**config.mk**
```make
export PLATFORM = sky130hd
export DESIGN_NAME = pgbs_div
export DESIGN_NICKNAME = d
export VERILOG_FILES = /design/src/rtl/pgbs_pkg.sv /design/src/rtl/pgbs_div.sv
export SDC_FILE = /design/constraint.sdc
export NUM_CORES = 1
export LEC_CHECK = 0
export BUFFER_PORTS_ARGS = -buffer_cell sky130_fd_sc_hd__buf_2
export CORE_UTILIZATION = 48
export DETAILED_ROUTE_END_ITERATION = 8
export PLACE_DENSITY = 0.82
export SLEW_MARGIN = 20
export SYNTH_ARGS = -nofsm -noshare
export SYNTH_HDL_FRONTEND = slang
export SYNTH_SLANG_ARGS = --single-unit
```
**constraint.sdc**
```tcl
create_clock -name i_clk -period 3.95 [get_ports i_clk]
set_input_delay 0.5925 -clock i_clk [delete_from_list [all_inputs] [get_ports i_clk]]
set_output_delay 0.5925 -clock i_clk [all_outputs]
set_load 0.01 [all_outputs]
```
**src/rtl/pgbs_pkg.sv**
```systemverilog
package pgbs_pkg;

    // Grid limits and per-cell widths.
    localparam int MAX_WIDTH  = 256;
    localparam int MAX_DEPTH  = 256;
    localparam int COUNT_BITS = 16;
    localparam int CELLS      = MAX_WIDTH * MAX_DEPTH;
    localparam int IDX_BITS   = $clog2(CELLS);
    localparam int X_BITS     = $clog2(MAX_WIDTH);
    localparam int Z_BITS     = $clog2(MAX_DEPTH);
    localparam int W_BITS     = $clog2(MAX_WIDTH + 1);
    localparam int D_BITS     = $clog2(MAX_DEPTH + 1);
    localparam int ZW_BITS    = Z_BITS + W_BITS;
    localparam int AREA_BITS  = W_BITS + D_BITS;
    localparam int AXES       = 3;

    // Statistics arithmetic.
    localparam int SUMSQ_BITS = 48;
    localparam int ACC_BITS   = SUMSQ_BITS + 2;
    localparam int MEAN_STEPS = 32;
    localparam int VAR_STEPS  = SUMSQ_BITS;
    localparam int STEP_BITS  = $clog2(VAR_STEPS + 1);

    // Configuration port.
    localparam int CFG_IDX_BITS  = 3;
    localparam int CFG_DATA_BITS = 32;

    localparam logic [31:0] INV_SIZE_RESET = 32'h0001_0000;
    localparam logic [30:0] RADIUS_RESET   = 31'h0001_0000;
    localparam logic [8:0]  GRID_W_RESET   = 9'd256;
    localparam logic [8:0]  GRID_D_RESET   = 9'd256;
    localparam logic [31:0] Q16_MAX        = 32'h7FFF_FFFF;

    typedef enum logic [1:0] {
        FUNC_TERRAIN,
        FUNC_PARTICLE,
        FUNC_READ,
        FUNC_CLEAR
    } t_func;

    typedef enum logic [CFG_IDX_BITS-1:0] {
        CFG_ORIGIN_X,
        CFG_ORIGIN_Z,
        CFG_INV_SIZE,
        CFG_RADIUS,
        CFG_GRID_W,
        CFG_GRID_D,
        CFG_STATS_EN
    } t_cfg_index;

    typedef enum logic [3:0] {
        S_CLEAR,
        S_IDLE,
        S_DIFF,
        S_MULX,
        S_MULZ,
        S_LOC,
        S_ACT,
        S_EVAL,
        S_DIV,
        S_VAR,
        S_MEAN,
        S_ERR,
        S_MUL,
        S_SUM,
        S_WB,
        S_DONE
    } t_state;

    typedef struct packed {
        t_func              func;
        logic [15:0]        cell_index;
        logic signed [31:0] ground_height;
        logic signed [31:0] pos_x;
        logic signed [31:0] pos_y;
        logic signed [31:0] pos_z;
        logic signed [31:0] vel_x;
        logic signed [31:0] vel_y;
        logic signed [31:0] vel_z;
    } t_in_item;

    typedef struct packed {
        logic               in_grid;
        logic               wet;
        logic signed [31:0] surface_height;
        logic [31:0]        water_depth;
        logic signed [31:0] mean_vx;
        logic signed [31:0] mean_vy;
        logic signed [31:0] mean_vz;
        logic [31:0]        velocity_variance;
        logic [15:0]        particle_total;
        logic               overflow_error;
    } t_out_item;

    // One cell of the water state; mean[0] is x, mean[2] is z.
    typedef struct packed {
        logic [31:0]                surface;
        logic                       wet;
        logic [COUNT_BITS-1:0]      count;
        logic [AXES-1:0][31:0]      mean;
        logic [SUMSQ_BITS-1:0]      sumsq;
    } t_cell;

    typedef struct packed {
        logic                 start;
        logic [STEP_BITS-1:0] steps;
    } t_div_ctrl;

endpackage

```
**src/rtl/pgbs_div.sv**
```systemverilog
module pgbs_div (
    input  logic                                             i_clk,
    input  logic                                             i_rst_n,
    input  pgbs_pkg::t_div_ctrl                              i_ctrl,
    input  logic [pgbs_pkg::COUNT_BITS-1:0]                  i_divisor,
    input  logic [pgbs_pkg::AXES-1:0][pgbs_pkg::SUMSQ_BITS-1:0] i_dividend,
    output logic                                             o_busy,
    output logic                                             o_done,
    output logic [pgbs_pkg::AXES-1:0][pgbs_pkg::SUMSQ_BITS-1:0] o_quot
);
    import pgbs_pkg::*;

    // Three restoring lanes sharing one divisor, one quotient bit per cycle.
    // The dividend shifts out at the top while quotient bits shift in below.
    logic [COUNT_BITS-1:0]                 r_div;
    logic [STEP_BITS-1:0]                  r_cnt;
    logic                                  r_busy;
    logic                                  r_done;
    logic [AXES-1:0][SUMSQ_BITS-1:0]       r_q;
    logic [AXES-1:0][COUNT_BITS-1:0]       r_rem;
    logic [AXES-1:0][COUNT_BITS:0]         trial;
    logic [AXES-1:0]                       take;
    logic [AXES-1:0][COUNT_BITS:0]         diff;

    always_comb begin
        for (int k = 0; k < AXES; k++) begin
            trial[k] = {r_rem[k], r_q[k][SUMSQ_BITS-1]};
            take[k]  = trial[k] >= {1'b0, r_div};
            diff[k]  = trial[k] - {1'b0, r_div};
        end
    end

    always_ff @(posedge i_clk) begin
        if (!i_rst_n) begin
            r_busy <= 1'b0;
            r_done <= 1'b0;
            r_cnt  <= '0;
        end else begin
            r_done <= 1'b0;
            if (i_ctrl.start) begin
                r_busy <= 1'b1;
                r_cnt  <= i_ctrl.steps;
            end else if (r_busy) begin
                r_cnt <= r_cnt - STEP_BITS'(1);
                if (r_cnt == STEP_BITS'(1)) begin
                    r_busy <= 1'b0;
                    r_done <= 1'b1;
                end
            end
        end
    end

    always_ff @(posedge i_clk) begin
        if (i_ctrl.start) begin
            r_div <= i_divisor;
            r_q   <= i_dividend;
            r_rem <= '0;
        end else if (r_busy) begin
            for (int k = 0; k < AXES; k++) begin
                r_rem[k] <= take[k] ? diff[k][COUNT_BITS-1:0] : trial[k][COUNT_BITS-1:0];
                r_q[k]   <= {r_q[k][SUMSQ_BITS-2:0], take[k]};
            end
        end
    end

    assign o_busy = r_busy;
    assign o_done = r_done;
    assign o_quot = r_q;

endmodule
```
==> reports/qor.yml <==
power:
  ir_worst_vdd_v: 0.000408
  p_per_area_nw_per_um2: 443
  power_leakage_nw: 6.03
cts:
  root_buffer: "clkbuf_16"
  postCtsHoldBufs: 0
  cts.sinks: 216
  path_clk_slew_ns: 0.06
  cts_tree: "yes"
  post_cts_resized: 0
  cts_max_level: 1
  cts_buffers: 24
  postCtsSetupRepairBufs: 0
  insertion_delay_ns: 0.53
  cts_buffer_depth: 3
worst_setup_path:
  cp_max_fo: 16
  cp.required_ns: 4.33
  path_class: "reg -> reg"
  end_kind: "flip-flop"
  worstSetupStartpointType: "flip-flop"
  cp.arrival_ns: 3.46
placed_design:
  portBuffers: 314
  dp.cells: 1551
  gp_congestion: 0.916
  post-dp-hpwl_mm: 23.6
floorplanning:
  top_level_ports: 315
  die_x_um: 157
  die_h_um: 157
  die-area_um2: 24700
  initial_core_util_pct: 49.1
  rows: 56
  core_area_um2: 23500
finish:
  mostFrequentLayoutCells: "buf_2, edfxtp_1, mux2_2"
  layout_commonest_cell: "buf_2"
  drive_gt1_share_pct: 41.8
  fill_cells: 1844
  fin_nets: 1480
  syn_to_final_growth_pct: 23.9
  instances_no_fill: 1596
logic_synthesis:
  synth.distinct_cells: 75
  async_flop_share_pct: 0
  syn-mean-instance-area_um2: 12.2
  synth_seq_cells: 216
  synth_edf_count: 160
  seq_area_frac_synth_pct: 51.2
  synth_ff_type: "edfxtp_1"
  synth_area_um2: 11600
  yosysWarnings: 0
  netlist_instances: 947
  syn_nets: 1169
run_status:
  status: "finished, final reports clean"
routing:
  via_per_inst: 5.75
  vias: 9181
  drc: 0
  route.detailed.wl_per_inst_um: 20.2
  antenna_left: 0
  drt-pass1-iter-count: 5
  drt_iter0_markers: 737
  drt-total-wl_mm: 32.3
sta:
  setup_viol: 0
  slew_violations: 0
  finalHoldViolCount: 0
  skew_ns: 0.0131
  fin_crit_ns: 3.08
  worst_pin_slew_ns: 0.771
  rsz0062_at_grt: "no"
  finalSetupTns_ns: 0
  max_freq_ghz: 0.325
  slew_headroom_pct: 48.6
  min_period_over_period_pct: 77.9
job:
  drv_cap: 0
global_route:
  grt_max_degree: 111
  grt_pass1_vias: 8792
  grt_pass1_wl_mm: 47.7
  grt_use_total_pct: 25.1
  antenna_found_initial: 5
  overflow: 0
min_path:
  hp-class: "in -> reg"
## Yosys cell counts (all sizes together), types with 24 or more instances
cell,count,share of area (%)
a21oi,39,1.9
clkbuf,31,1.0
dfxtp,56,9.7
edfxtp,160,42
ha,50,5.4
inv,34,1.1
mux2,144,14
mux2i,32,2.8
nand2,53,1.7
nor2,54,1.8
o21ai,44,2.0
xnor2,24,1.8
## power by group
part	internal (mW)	total, mW	leakage [nW]	switching [mW]
Sequential	2.69	2.81	2.06	0.126
Clock	1.43	2.36	0.411	0.933
Combinational	0.527	1.17	3.56	0.644
Total	4.65	6.35	6.03	1.70
## routing by layer
metal  vias up  GRT usage [%]  share of wire (%)
met5         -              0               0.16
met4         8           10.8                4.2
met3        83           5.64                7.3
met2       399           43.8                 51
met1      4459           29.7                 38
li1       4232              -                  -
## state kept, by name, summed over array words and instances (netlist names)
name	flops
o_quot	144
r_rem	48
r_div	16
r_cnt	6
o_busy	1
o_done	1
## cells by family (layout without fill, tap and decap cells)
group                      after synthesis  in the layout  synth area share [%]
muxes                                  176            176                  16.8
and+or+nand+nor                        200            200                  8.78
adders and majority gates               53             53                  5.93
DFF                                    216            216                  51.2
other                                    0              1                     0
AOI/OAI and AO/OA                      196            196                  12.1
xor gates and xnor gates                30             30                  2.27
buffers and inverters                   76            405                  2.87
## layout make-up
class | count | area [um^2] | share of cell area, %
clock buffers | 32 | 693 | 4.84
inverters | 34 | 131 | 0.916
clock inverters | 12 | 141 | 0.986
multi-input cells | 655 | 5320 | 37.1
repair buffers | 327 | 1730 | 12.0
flip-flops and latches | 216 | 5930 | 41.3
well taps | 319 | 399 | 2.78
diodes | 1 | 2.50 | 0.0175
## per-stage QoR
| stage | util (%) | total power [mW] | setup slack, ns | hold WS (ns) | cell area (um^2) |
|---|---|---|---|---|---|
| after floorplan | - | 3.56 | 0.0542 | 0.443 | 11600 |
| after global placement | 57.3 | 3.97 | 1.03 | 0.465 | 13500 |
| after detailed placement | 57.3 | 4.01 | 0.957 | 0.467 | 13500 |
| after CTS | 60.9 | 6.35 | 0.888 | 0.231 | 14300 |
| after global routing | 60.9 | 6.55 | 0.694 | 0.235 | 14300 |
| final | 60.9 | 6.35 | 0.873 | 0.240 | 14300 |
## path summary, 6_finish.rpt
check	from	to	slack, ns	cells after the start
setup / recovery	r_div[1]	r_rem[21]	0.87	10
hold / removal	i_divisor[6]	r_div[6]	0.24	1
setup reg to reg	r_div[1]	r_rem[21]	0.87	10
hold reg to reg	r_rem[25]	r_rem[25]	0.48	2
## worst max-delay path, stage by stage (launching register included)
cell      delay, ns
edfxtp_1       0.49
inv_1          0.14
ha_1           0.32
nor2b_1        0.15
o31a_1         0.28
o21ai_2        0.21
a311oi_2       0.16
nor3_4         0.56
buf_4          0.32
mux2i_1        0.22
a211oi_1       0.09
Power figures use the tool's default switching activity.
